$ cat src/rtl/bil_pkg.sv
// Package for the bounded indexed list: operation codes, controller states,
// command and status structs, and default sizes. No dependencies.
`timescale 1ns / 1ps

package bil_pkg;

  localparam int DEPTH_DEFAULT       = 64;
  localparam int VALUE_WIDTH_DEFAULT = 32;

  localparam int OP_W   = 3;
  localparam int POS_W  = 7;
  localparam int ITEM_W = 32;

  typedef enum logic [OP_W-1:0] {
    OP_INSERT  = 3'd0,
    OP_REMOVE  = 3'd1,
    OP_READ    = 3'd2,
    OP_SEARCH  = 3'd3,
    OP_REPLACE = 3'd4
  } op_t;

  typedef enum logic [2:0] {
    S_IDLE,
    S_DECIDE,
    S_WALK,
    S_PUT,
    S_RDWAIT,
    S_FINISH
  } state_t;

  typedef struct packed {
    logic load;
    logic walk_start;
    logic walk_step;
    logic read_issue;
    logic read_capture;
    logic write_val;
    logic finish;
  } dp_cmd_t;

  typedef struct packed {
    op_t  op;
    logic ins_ok;
    logic rem_ok;
    logic rd_ok;
    logic rep_ok;
    logic walk_done;
    logic out_free;
  } dp_stat_t;

endpackage

$ cat src/rtl/bil_req_if.sv
// Request channel of the bounded indexed list: valid, ready and payload.
// Depends on bil_pkg for field widths.
`timescale 1ns / 1ps

interface bil_req_if;
  logic                                valid;
  logic                                ready;
  logic [bil_pkg::OP_W-1:0]            op;
  logic [bil_pkg::POS_W-1:0]           position;
  logic signed [bil_pkg::ITEM_W-1:0]   item_value;

  modport source (output valid, output op, output position, output item_value, input ready);
  modport sink   (input valid, input op, input position, input item_value, output ready);
endinterface

$ cat src/rtl/bil_rsp_if.sv
// Response channel of the bounded indexed list: valid, ready and payload.
// Depends on bil_pkg for field widths.
`timescale 1ns / 1ps

interface bil_rsp_if;
  logic                                valid;
  logic                                ready;
  logic                                ok;
  logic signed [bil_pkg::ITEM_W-1:0]   read_data;
  logic [bil_pkg::POS_W-1:0]           found_position;
  logic [bil_pkg::POS_W-1:0]           entry_count;
  logic                                is_empty;
  logic                                is_full;

  modport source (output valid, output ok, output read_data, output found_position,
                  output entry_count, output is_empty, output is_full, input ready);
  modport sink   (input valid, input ok, input read_data, input found_position,
                  input entry_count, input is_empty, input is_full, output ready);
endinterface

$ cat src/rtl/bil_ram.sv
// Generic simple dual-port RAM: one write port, one read port, registered read.
// No dependencies.
`timescale 1ns / 1ps

module bil_ram #(
  parameter int WIDTH = 32,
  parameter int DEPTH = 64
) (
  input  logic                     clk,
  input  logic                     we,
  input  logic [$clog2(DEPTH)-1:0] waddr,
  input  logic [WIDTH-1:0]         wdata,
  input  logic [$clog2(DEPTH)-1:0] raddr,
  output logic [WIDTH-1:0]         rdata
);

  logic [WIDTH-1:0] mem [DEPTH];

  always_ff @(posedge clk) begin
    if (we) begin
      mem[waddr] <= wdata;
    end
    rdata <= mem[raddr];
  end

endmodule

$ cat src/rtl/bil_ctrl.sv
// Controller of the bounded indexed list: sequences each request through the
// datapath by commands. Depends on bil_pkg.
`timescale 1ns / 1ps

module bil_ctrl (
  input  logic              clk,
  input  logic              rst,
  input  logic              req_valid,
  output logic              req_ready,
  input  bil_pkg::dp_stat_t stat,
  output bil_pkg::dp_cmd_t  cmd
);

  bil_pkg::state_t state, state_next;

  always_ff @(posedge clk) begin
    if (rst) begin
      state <= bil_pkg::S_IDLE;
    end else begin
      state <= state_next;
    end
  end

  always_comb begin
    state_next = state;
    unique case (state)
      bil_pkg::S_IDLE: begin
        if (req_valid) state_next = bil_pkg::S_DECIDE;
      end
      bil_pkg::S_DECIDE: begin
        unique case (stat.op)
          bil_pkg::OP_INSERT: state_next = stat.ins_ok ? bil_pkg::S_WALK : bil_pkg::S_FINISH;
          bil_pkg::OP_REMOVE: state_next = stat.rem_ok ? bil_pkg::S_WALK : bil_pkg::S_FINISH;
          bil_pkg::OP_SEARCH: state_next = bil_pkg::S_WALK;
          bil_pkg::OP_READ:   state_next = stat.rd_ok ? bil_pkg::S_RDWAIT : bil_pkg::S_FINISH;
          default:            state_next = bil_pkg::S_FINISH;
        endcase
      end
      bil_pkg::S_WALK: begin
        if (stat.walk_done) begin
          state_next = (stat.op == bil_pkg::OP_INSERT) ? bil_pkg::S_PUT : bil_pkg::S_FINISH;
        end
      end
      bil_pkg::S_PUT:    state_next = bil_pkg::S_FINISH;
      bil_pkg::S_RDWAIT: state_next = bil_pkg::S_FINISH;
      bil_pkg::S_FINISH: begin
        if (stat.out_free) state_next = bil_pkg::S_IDLE;
      end
      default: state_next = bil_pkg::S_IDLE;
    endcase
  end

  always_comb begin
    req_ready = 1'b0;
    cmd       = '0;
    unique case (state)
      bil_pkg::S_IDLE: begin
        req_ready = 1'b1;
        cmd.load  = req_valid;
      end
      bil_pkg::S_DECIDE: begin
        unique case (stat.op)
          bil_pkg::OP_INSERT:  cmd.walk_start = stat.ins_ok;
          bil_pkg::OP_REMOVE:  cmd.walk_start = stat.rem_ok;
          bil_pkg::OP_SEARCH:  cmd.walk_start = 1'b1;
          bil_pkg::OP_READ:    cmd.read_issue = stat.rd_ok;
          bil_pkg::OP_REPLACE: cmd.write_val  = stat.rep_ok;
          default: ;
        endcase
      end
      bil_pkg::S_WALK:   cmd.walk_step    = 1'b1;
      bil_pkg::S_PUT:    cmd.write_val    = 1'b1;
      bil_pkg::S_RDWAIT: cmd.read_capture = 1'b1;
      bil_pkg::S_FINISH: cmd.finish       = stat.out_free;
      default: ;
    endcase
  end

endmodule

$ cat src/rtl/bil_dpath.sv
// Datapath of the bounded indexed list: request registers, count, walk pointer,
// entry memory and response register. Depends on bil_pkg and bil_ram.
`timescale 1ns / 1ps

module bil_dpath #(
  parameter int DEPTH       = bil_pkg::DEPTH_DEFAULT,
  parameter int VALUE_WIDTH = bil_pkg::VALUE_WIDTH_DEFAULT
) (
  input  logic                               clk,
  input  logic                               rst,
  input  bil_pkg::dp_cmd_t                   cmd,
  output bil_pkg::dp_stat_t                  stat,
  input  logic [bil_pkg::OP_W-1:0]           req_op,
  input  logic [bil_pkg::POS_W-1:0]          req_position,
  input  logic signed [bil_pkg::ITEM_W-1:0]  req_item_value,
  output logic                               rsp_valid,
  input  logic                               rsp_ready,
  output logic                               rsp_ok,
  output logic signed [bil_pkg::ITEM_W-1:0]  rsp_read_data,
  output logic [bil_pkg::POS_W-1:0]          rsp_found_position,
  output logic [bil_pkg::POS_W-1:0]          rsp_entry_count,
  output logic                               rsp_is_empty,
  output logic                               rsp_is_full
);

  localparam int AW   = $clog2(DEPTH);
  localparam int CW   = $clog2(DEPTH + 1);
  localparam int CMPW = (CW > bil_pkg::POS_W) ? CW : bil_pkg::POS_W;

  bil_pkg::op_t           op_r;
  logic [CMPW-1:0]        pos_r;
  logic [VALUE_WIDTH-1:0] val_r;
  logic [CW-1:0]          count, count_next;
  logic [AW-1:0]          ptr;
  logic [CW-1:0]          remaining;
  logic                   rd_vld;
  logic [AW-1:0]          rd_addr;
  logic [VALUE_WIDTH-1:0] rdata_r;
  logic [CW-1:0]          found_r;

  logic [CMPW-1:0]        cnt_ext;
  logic [AW-1:0]          pos_a, last_a, read_a;
  logic                   ins_ok, rem_ok, rd_ok, ok_now, match;
  logic [63:0]            val_wide, rd_wide;

  logic                   ram_we;
  logic [AW-1:0]          ram_waddr, ram_raddr;
  logic [VALUE_WIDTH-1:0] ram_wdata, ram_rdata;

  assign cnt_ext  = CMPW'(count);
  assign pos_a    = AW'(pos_r);
  assign last_a   = AW'(count - CW'(1));
  assign read_a   = (pos_r < cnt_ext) ? pos_a : last_a;
  assign ins_ok   = (count != CW'(DEPTH)) && (pos_r <= cnt_ext);
  assign rem_ok   = pos_r < cnt_ext;
  assign rd_ok    = count != '0;
  assign match    = rd_vld && (op_r == bil_pkg::OP_SEARCH) && (ram_rdata == val_r);
  assign val_wide = 64'(signed'(req_item_value));
  assign rd_wide  = 64'(rdata_r);

  always_comb begin
    ok_now = 1'b0;
    unique case (op_r)
      bil_pkg::OP_INSERT:  ok_now = ins_ok;
      bil_pkg::OP_REMOVE:  ok_now = rem_ok;
      bil_pkg::OP_READ:    ok_now = rd_ok;
      bil_pkg::OP_SEARCH:  ok_now = 1'b1;
      bil_pkg::OP_REPLACE: ok_now = rem_ok;
      default:             ok_now = 1'b0;
    endcase
  end

  always_comb begin
    count_next = count;
    if (ok_now && op_r == bil_pkg::OP_INSERT) begin
      count_next = count + CW'(1);
    end else if (ok_now && op_r == bil_pkg::OP_REMOVE) begin
      count_next = count - CW'(1);
    end
  end

  always_comb begin
    stat.op        = op_r;
    stat.ins_ok    = ins_ok;
    stat.rem_ok    = rem_ok;
    stat.rd_ok     = rd_ok;
    stat.rep_ok    = rem_ok;
    stat.walk_done = ((remaining == '0) && !rd_vld) || match;
    stat.out_free  = !rsp_valid || rsp_ready;
  end

  always_comb begin
    ram_raddr = cmd.read_issue ? read_a : ptr;
    ram_we    = cmd.write_val || (cmd.walk_step && rd_vld &&
                (op_r == bil_pkg::OP_INSERT || op_r == bil_pkg::OP_REMOVE));
    ram_wdata = cmd.write_val ? val_r : ram_rdata;
    if (cmd.write_val) begin
      ram_waddr = pos_a;
    end else if (op_r == bil_pkg::OP_INSERT) begin
      ram_waddr = rd_addr + AW'(1);
    end else begin
      ram_waddr = rd_addr - AW'(1);
    end
  end

  bil_ram #(
    .WIDTH (VALUE_WIDTH),
    .DEPTH (DEPTH)
  ) u_bil_ram (
    .clk   (clk),
    .we    (ram_we),
    .waddr (ram_waddr),
    .wdata (ram_wdata),
    .raddr (ram_raddr),
    .rdata (ram_rdata)
  );

  always_ff @(posedge clk) begin
    if (cmd.load) begin
      op_r  <= bil_pkg::op_t'(req_op);
      pos_r <= CMPW'(req_position);
      val_r <= val_wide[VALUE_WIDTH-1:0];
    end
    if (cmd.walk_start) begin
      priority case (op_r)
        bil_pkg::OP_INSERT: ptr <= last_a;
        bil_pkg::OP_REMOVE: ptr <= pos_a + AW'(1);
        default:            ptr <= '0;
      endcase
      found_r <= count;
    end else if (cmd.walk_step && remaining != '0) begin
      ptr <= (op_r == bil_pkg::OP_INSERT) ? ptr - AW'(1) : ptr + AW'(1);
    end
    if (cmd.walk_step && match) begin
      found_r <= CW'(rd_addr);
    end
    rd_addr <= ptr;
    if (cmd.read_capture) begin
      rdata_r <= ram_rdata;
    end
    if (cmd.finish) begin
      rsp_ok             <= ok_now;
      rsp_read_data      <= (op_r == bil_pkg::OP_READ && rd_ok) ? rd_wide[31:0] : '0;
      rsp_found_position <= (op_r == bil_pkg::OP_SEARCH) ? bil_pkg::POS_W'(found_r) : '0;
      rsp_entry_count    <= bil_pkg::POS_W'(count_next);
      rsp_is_empty       <= count_next == '0;
      rsp_is_full        <= count_next == CW'(DEPTH);
    end
  end

  always_ff @(posedge clk) begin
    if (rst) begin
      count     <= '0;
      remaining <= '0;
      rd_vld    <= 1'b0;
      rsp_valid <= 1'b0;
    end else begin
      rd_vld <= cmd.read_issue || (cmd.walk_step && remaining != '0);
      if (cmd.walk_start) begin
        priority case (op_r)
          bil_pkg::OP_INSERT: remaining <= count - CW'(pos_r);
          bil_pkg::OP_REMOVE: remaining <= count - CW'(pos_r) - CW'(1);
          default:            remaining <= count;
        endcase
      end else if (cmd.walk_step && remaining != '0) begin
        remaining <= remaining - CW'(1);
      end
      if (cmd.finish) begin
        count     <= count_next;
        rsp_valid <= 1'b1;
      end else if (rsp_ready) begin
        rsp_valid <= 1'b0;
      end
    end
  end

endmodule

$ cat src/rtl/bounded_indexed_list.sv
// Top level of the bounded indexed list: controller, datapath and channels.
// Depends on bil_pkg, bil_req_if, bil_rsp_if, bil_ctrl and bil_dpath.
`timescale 1ns / 1ps

// An ordered list of up to DEPTH values in one simple dual-port memory, with an
// entry count; one request at a time. Each request runs IDLE, DECIDE, FINISH; a
// successful read adds RDWAIT, a successful insert or remove and any search add
// WALK, an insert then PUT. The walk moves count - position entries for insert,
// count - position - 1 for remove and up to count for search; insert, remove and
// search move or scan one entry a cycle through the memory's single read port and
// single write port. The next request is accepted the cycle after the response is
// loaded, while that response may still wait to be taken. Entries hold no reset
// value; only positions below the count are ever read.
module bounded_indexed_list #(
  parameter int DEPTH       = bil_pkg::DEPTH_DEFAULT,
  parameter int VALUE_WIDTH = bil_pkg::VALUE_WIDTH_DEFAULT
) (
  input  logic       clk,
  input  logic       rst,
  bil_req_if.sink    req,
  bil_rsp_if.source  rsp
);

  bil_pkg::dp_cmd_t  cmd;
  bil_pkg::dp_stat_t stat;

  bil_ctrl u_bil_ctrl (
    .clk       (clk),
    .rst       (rst),
    .req_valid (req.valid),
    .req_ready (req.ready),
    .stat      (stat),
    .cmd       (cmd)
  );

  bil_dpath #(
    .DEPTH       (DEPTH),
    .VALUE_WIDTH (VALUE_WIDTH)
  ) u_bil_dpath (
    .clk                (clk),
    .rst                (rst),
    .cmd                (cmd),
    .stat               (stat),
    .req_op             (req.op),
    .req_position       (req.position),
    .req_item_value     (req.item_value),
    .rsp_valid          (rsp.valid),
    .rsp_ready          (rsp.ready),
    .rsp_ok             (rsp.ok),
    .rsp_read_data      (rsp.read_data),
    .rsp_found_position (rsp.found_position),
    .rsp_entry_count    (rsp.entry_count),
    .rsp_is_empty       (rsp.is_empty),
    .rsp_is_full        (rsp.is_full)
  );

endmodule

$ cat src/flat_wrapper.sv
// flat-port wrapper written by rule: the top's interface ports become plain ports
module bounded_indexed_list_flat 
#(
  parameter int DEPTH       = bil_pkg::DEPTH_DEFAULT,
  parameter int VALUE_WIDTH = bil_pkg::VALUE_WIDTH_DEFAULT
)
  (clk, rst, req_valid, req_op, req_position, req_item_value, req_ready, rsp_valid, rsp_ok, rsp_read_data, rsp_found_position, rsp_entry_count, rsp_is_empty, rsp_is_full, rsp_ready);
  bil_req_if req_i ();
  bil_rsp_if rsp_i ();
  input  logic clk;
  input  logic rst;
  input wire logic [$bits(req_i.valid)-1:0] req_valid;
  input wire logic [$bits(req_i.op)-1:0] req_op;
  input wire logic [$bits(req_i.position)-1:0] req_position;
  input wire logic [$bits(req_i.item_value)-1:0] req_item_value;
  output wire logic [$bits(req_i.ready)-1:0] req_ready;
  output wire logic [$bits(rsp_i.valid)-1:0] rsp_valid;
  output wire logic [$bits(rsp_i.ok)-1:0] rsp_ok;
  output wire logic [$bits(rsp_i.read_data)-1:0] rsp_read_data;
  output wire logic [$bits(rsp_i.found_position)-1:0] rsp_found_position;
  output wire logic [$bits(rsp_i.entry_count)-1:0] rsp_entry_count;
  output wire logic [$bits(rsp_i.is_empty)-1:0] rsp_is_empty;
  output wire logic [$bits(rsp_i.is_full)-1:0] rsp_is_full;
  input wire logic [$bits(rsp_i.ready)-1:0] rsp_ready;
  assign req_i.valid = req_valid;
  assign req_i.op = req_op;
  assign req_i.position = req_position;
  assign req_i.item_value = req_item_value;
  assign req_ready = req_i.ready;
  assign rsp_valid = rsp_i.valid;
  assign rsp_ok = rsp_i.ok;
  assign rsp_read_data = rsp_i.read_data;
  assign rsp_found_position = rsp_i.found_position;
  assign rsp_entry_count = rsp_i.entry_count;
  assign rsp_is_empty = rsp_i.is_empty;
  assign rsp_is_full = rsp_i.is_full;
  assign rsp_i.ready = rsp_ready;
  bounded_indexed_list #(.DEPTH(DEPTH), .VALUE_WIDTH(VALUE_WIDTH)) u_core (.clk(clk), .rst(rst), .req(req_i), .rsp(rsp_i));
endmodule
$ cat config.mk
export PLATFORM = sky130hd
export DESIGN_NAME = bounded_indexed_list_flat
export DESIGN_NICKNAME = d
export VERILOG_FILES = /design/src/rtl/bil_pkg.sv /design/src/rtl/bil_req_if.sv /design/src/rtl/bil_rsp_if.sv /design/src/rtl/bil_ram.sv /design/src/rtl/bil_ctrl.sv /design/src/rtl/bil_dpath.sv /design/src/rtl/bounded_indexed_list.sv /design/src/flat_wrapper.sv
export SDC_FILE = /design/constraint.sdc
export NUM_CORES = 2
export LEC_CHECK = 0
export BUFFER_PORTS_ARGS = -buffer_cell sky130_fd_sc_hd__buf_2
export CORE_MARGIN = 4
export CORE_UTILIZATION = 40
export DETAILED_ROUTE_END_ITERATION = 16
export SYNTH_ARGS = -nofsm -noshare
export SYNTH_HDL_FRONTEND = slang
export SYNTH_SLANG_ARGS = --single-unit
$ cat constraint.sdc
create_clock -name clk -period 6.6 [get_ports clk]
set_clock_uncertainty 0.05 [all_clocks]
set_input_delay 0.66 -clock clk [delete_from_list [all_inputs] [get_ports clk]]
set_output_delay 0.66 -clock clk [all_outputs]
set_load 0.1 [all_outputs]
==> summary.txt <==
Status
  – Status: finished, final reports clean

Clock network
  – Clock-pin slew of the registers on the worst-case setup and hold paths: 0.07 ns
  – Num CTS Buffers: between 200 and 250
  – Post-CTS Setup Repair Bufs: 0
  – Clock sinks: ~2200
  – CTS tree: yes
  – Clk_lat worst skew: roughly 0.85 ns
  – H-Tree Depth: 4
  – CTS Root Cell: clkbuf_16
  – Clock Tree Buf Depth: 3

Synthesis
  – Post-synth ARST share: 0%
  – Post-synthesis cell count: around 6300
  – Top-area cell type share of the netlist area: between 70% and 80%
  – Dominant cells by area after synthesis: edfxtp_1 74%, nand2_1 7.1%, a21oi_1 3.8%
  – Synth warnings: 0
  – Synth area leader: edfxtp_1
  – Syn nets: ~6400
  – Post-synth EDFFs: around 2200
  – Avg Cell Area, Syn: approximately 14 sq um
  – Post-synthesis sequential area ratio: between 70% and 80%
  – Netlist cell types: 67
  – Mapped Area: just under 90000 sq um
  – Prevailing post-synth register cell: edfxtp_1
  – FF+latch count, synth: 2241

STA
  – Final Hold Viols: 0
  – RSZ-0062 raised after global routing: no
  – Setup Viol. Count Final: 0
  – Final Cycle Share: between 80% and 90%
  – Crit path time final: ~5.4 ns
  – Fin. max-slew vios: 0
  – Slew headroom: a little under a fifth
  – Worst Max-Slew Pin Slew: 1.21 ns
  – Setup TNS: 0 ns
  – Highest clock rate: about 0.18 GHz
  – Final WS setup: 1.16 ns

Finish
  – Layout area overhead: 13.6%
  – Cell area after layout: 100000 sq um
  – Number of filler cells placed in the layout: between 15000 and 20000
  – Fin nets: between 6000 and 7000
  – Fraction of layout cells with a size suffix above 1: a little under an eighth

Setup path
  – Worst R2R End: u_core.u_bil_dpath.u_bil_ram.rdata[2]
  – Worst R2R Setup Slack: between 1 and 1.5 ns
  – Setup CP Type: register to register
  – Setup crit start kind: register
  – Crit Reg-Reg Startpoint: u_core.u_bil_dpath.cnt_ext[2]
  – CP endpoint kind: register
  – Cells on worst reg2reg path: 12
  – CP Launch Point: u_core.u_bil_dpath.cnt_ext[2]
  – Critical Path Fanout Max: 44
  – Req. time, crit path: 7.26 ns
  – CP arrival: 6.10 ns

Placement
  – Post-DP HPWL: around 140 mm
  – Cell Area, Placed: around 93000 sq um
  – Post-place setup slack: approximately 1.3 ns
  – IO Port Bufs: 96
  – Gp weighted congestion: between 0.8 and 0.9

Routing
  – First-pass detailed-route iteration total: 6
  – Drt drc: 0
  – DR WL/cell: 25.9 microns
  – Via count: roughly 55000
  – Mean number of vias per cell: roughly 5.7
  – Drt total wl: ~250 mm
  – Initial drt markers: about 7000
  – Post-DRT Antenna Nets: 0

Pwr
  – Cell Pwr Density: 286 nW/um^2
  – Max VDD drop: 291 uV
  – P_leak: 0.0330 uW

Floorplanning
  – I/O pin count: 97
  – Die area: between 200000 and 250000 sq um
  – Initial Utilization: ~40%
  – Row cnt: between 150 and 200
  – Die Ht: around 480 microns
  – Core area: around 220000 sq um
  – Die width: between 400 and 500 microns

GRT
  – First-pass GRT wire length: 358 mm
  – Initial antenna violation count: 11
  – Vias in the first global route: ~51000
  – Largest net degree at the start of global routing: about 200
  – Grt total ovfl: 0
  – Overall Global Routing Usage: between 20% and 30%

Worst hold path
  – Hold endpoint: u_core.u_bil_dpath.rsp_valid
  – Hold depth: 3
  – Hold WC Path Type: input pin to register
  – Min-delay src: rsp_ready

Run
  – Maxcap violations: 0
layout make-up:
type / instances / area (sq um) / area share [%]
well taps: 2958 / 3700 / 3.69
inverters: 25 / 93.8 / 0.0935
diodes: 5 / 12.5 / 0.0125
clock buffers: 263 / 5490 / 5.47
multi-input cells: 3637 / 20200 / 20.1
flip-flops and latches: 2241 / 66700 / 66.5
repair buffers: 347 / 2830 / 2.82
clock inverters: 128 / 1340 / 1.33
what timing repair did:
action / 4_1_cts / 5_1_grt
hold buffers: 42 / 0
resized for setup: 0 / 0
endpoints found under the hold margin: 42 / 0
cell families (layout without fill, tap and decap cells):
group,count (synthesis),in the layout,synth area share (%)
other,0,5,0
flip-flops,2241,2241,75.5
AO/OA/AOI/OAI,1390,1390,10.6
AND/OR/NAND/NOR,2106,2106,9.73
buffers and inverters,458,763,2.47
XOR/XNOR,70,70,0.694
adder cells (fa/ha/maj),24,24,0.366
multiplexers,47,47,0.582
cell usage after synthesis, drive strengths merged (2+ instances only):
master	n
nor3b	6
o21bai	4
or3	6
o211ai	5
nand2b	3
a21o	7
and2	43
o22ai	3
fa	3
nor4	9
o221a	2
or2	5
nor2	99
o31ai	7
mux2i	12
nor2b	2
mux2	35
a31oi	3
clkbuf	195
xor2	24
and3	17
o21a	5
nand3b	2
o21ai	20
or4	2
nor3	9
buf	238
a32oi	314
dfxtp	58
inv	25
a2bb2oi	62
or3b	2
xnor2	46
a22oi	190
a32o	65
nand2	1680
nand4	67
nand3	151
a21oi	671
edfxtp	2183
a311oi	3
a211oi	24
ha	21
routing by layer:
metal | GRT usage, % | part of all wire (%) | up-vias
met4 | 7.20 | 3.6 | 2
met1 | 30.9 | 43 | 27800
met5 | 0 | 0.0052 | -
li1 | - | - | 24200
met3 | 4.34 | 9.9 | 317
met2 | 31.2 | 44 | 2575
worst max path at each step:
stage | endpoint | cells after the start
after floorplan | u_core.u_bil_dpath.u_bil_ram.mem[10][0] | 13
after global placement | u_core.u_bil_dpath.u_bil_ram.rdata[2] | 13
after detailed placement | u_core.u_bil_dpath.u_bil_ram.rdata[2] | 12
after CTS | u_core.u_bil_dpath.u_bil_ram.rdata[2] | 12
after global routing | u_core.u_bil_dpath.u_bil_ram.rdata[2] | 12
final | u_core.u_bil_dpath.u_bil_ram.rdata[2] | 12
cell usage in the layout (no fill, tap or decap), drive strengths merged, types with 42 or more instances in the layout:
cell / Yosys / layout
a21oi: 671 / 671
buf: 238 / 305
nand4: 67 / 67
and2: 43 / 43
a2bb2oi: 62 / 62
xnor2: 46 / 46
nand2: 1680 / 1680
dfxtp: 58 / 58
a32oi: 314 / 314
a32o: 65 / 65
nor2: 99 / 99
nand3: 151 / 151
clkinv: 0 / 88
a22oi: 190 / 190
dlygate4sd3: 0 / 42
edfxtp: 2183 / 2183
clkbuf: 195 / 263
state kept, by name, indices dropped and copies added (netlist names):
name / flops
u_core.u_bil_ctrl.state: 3
u_core.u_bil_dpath.cnt_ext: 7
u_core.u_bil_dpath.found_r: 7
u_core.u_bil_dpath.op_r: 3
u_core.u_bil_dpath.pos_r: 7
u_core.u_bil_dpath.ptr: 6
u_core.u_bil_dpath.rd_addr: 6
u_core.u_bil_dpath.rd_vld: 1
u_core.u_bil_dpath.rdata_r: 32
u_core.u_bil_dpath.remaining: 7
u_core.u_bil_dpath.rsp_entry_count: 7
u_core.u_bil_dpath.rsp_found_position: 7
u_core.u_bil_dpath.rsp_is_empty: 1
u_core.u_bil_dpath.rsp_is_full: 1
u_core.u_bil_dpath.rsp_ok: 1
u_core.u_bil_dpath.rsp_read_data: 32
u_core.u_bil_dpath.rsp_valid: 1
u_core.u_bil_dpath.u_bil_ram.mem: 2048
u_core.u_bil_dpath.u_bil_ram.rdata: 32
u_core.u_bil_dpath.val_r: 32
critical path, cell delays in order (launching register included):
cell	delay, ns
dfxtp_1	0.63
ha_1	0.38
a21oi_1	0.22
a21oi_1	0.16
o21ai_2	0.35
mux2i_1	0.35
o21a_4	0.82
buf_4	0.40
buf_4	0.34
a32oi_1	0.16
a22oi_1	0.52
nand4_1	0.49
mux2_2	0.41
metrics by stage:
step,total power [uW],util [%],hold slack (ns),instances
2_1_floorplan,16500,-,0.326,6336
3_3_place_gp,16900,42.4,0.341,9166
3_5_place_dp,16900,42.4,0.347,9166
4_1_cts,28800,45.7,0.0445,9599
5_1_grt,29500,45.7,0.0983,9600
6_report,28700,45.7,0.119,9604
where the power goes:
group	internal [uW]	leakage [uW]	switching, uW	total (uW)
clock	6860	0.00331	5200	12100
sequential	15700	0.0203	69.4	15700
combinational	205	0.00942	672	877
(Power assumes the default switching activity.)
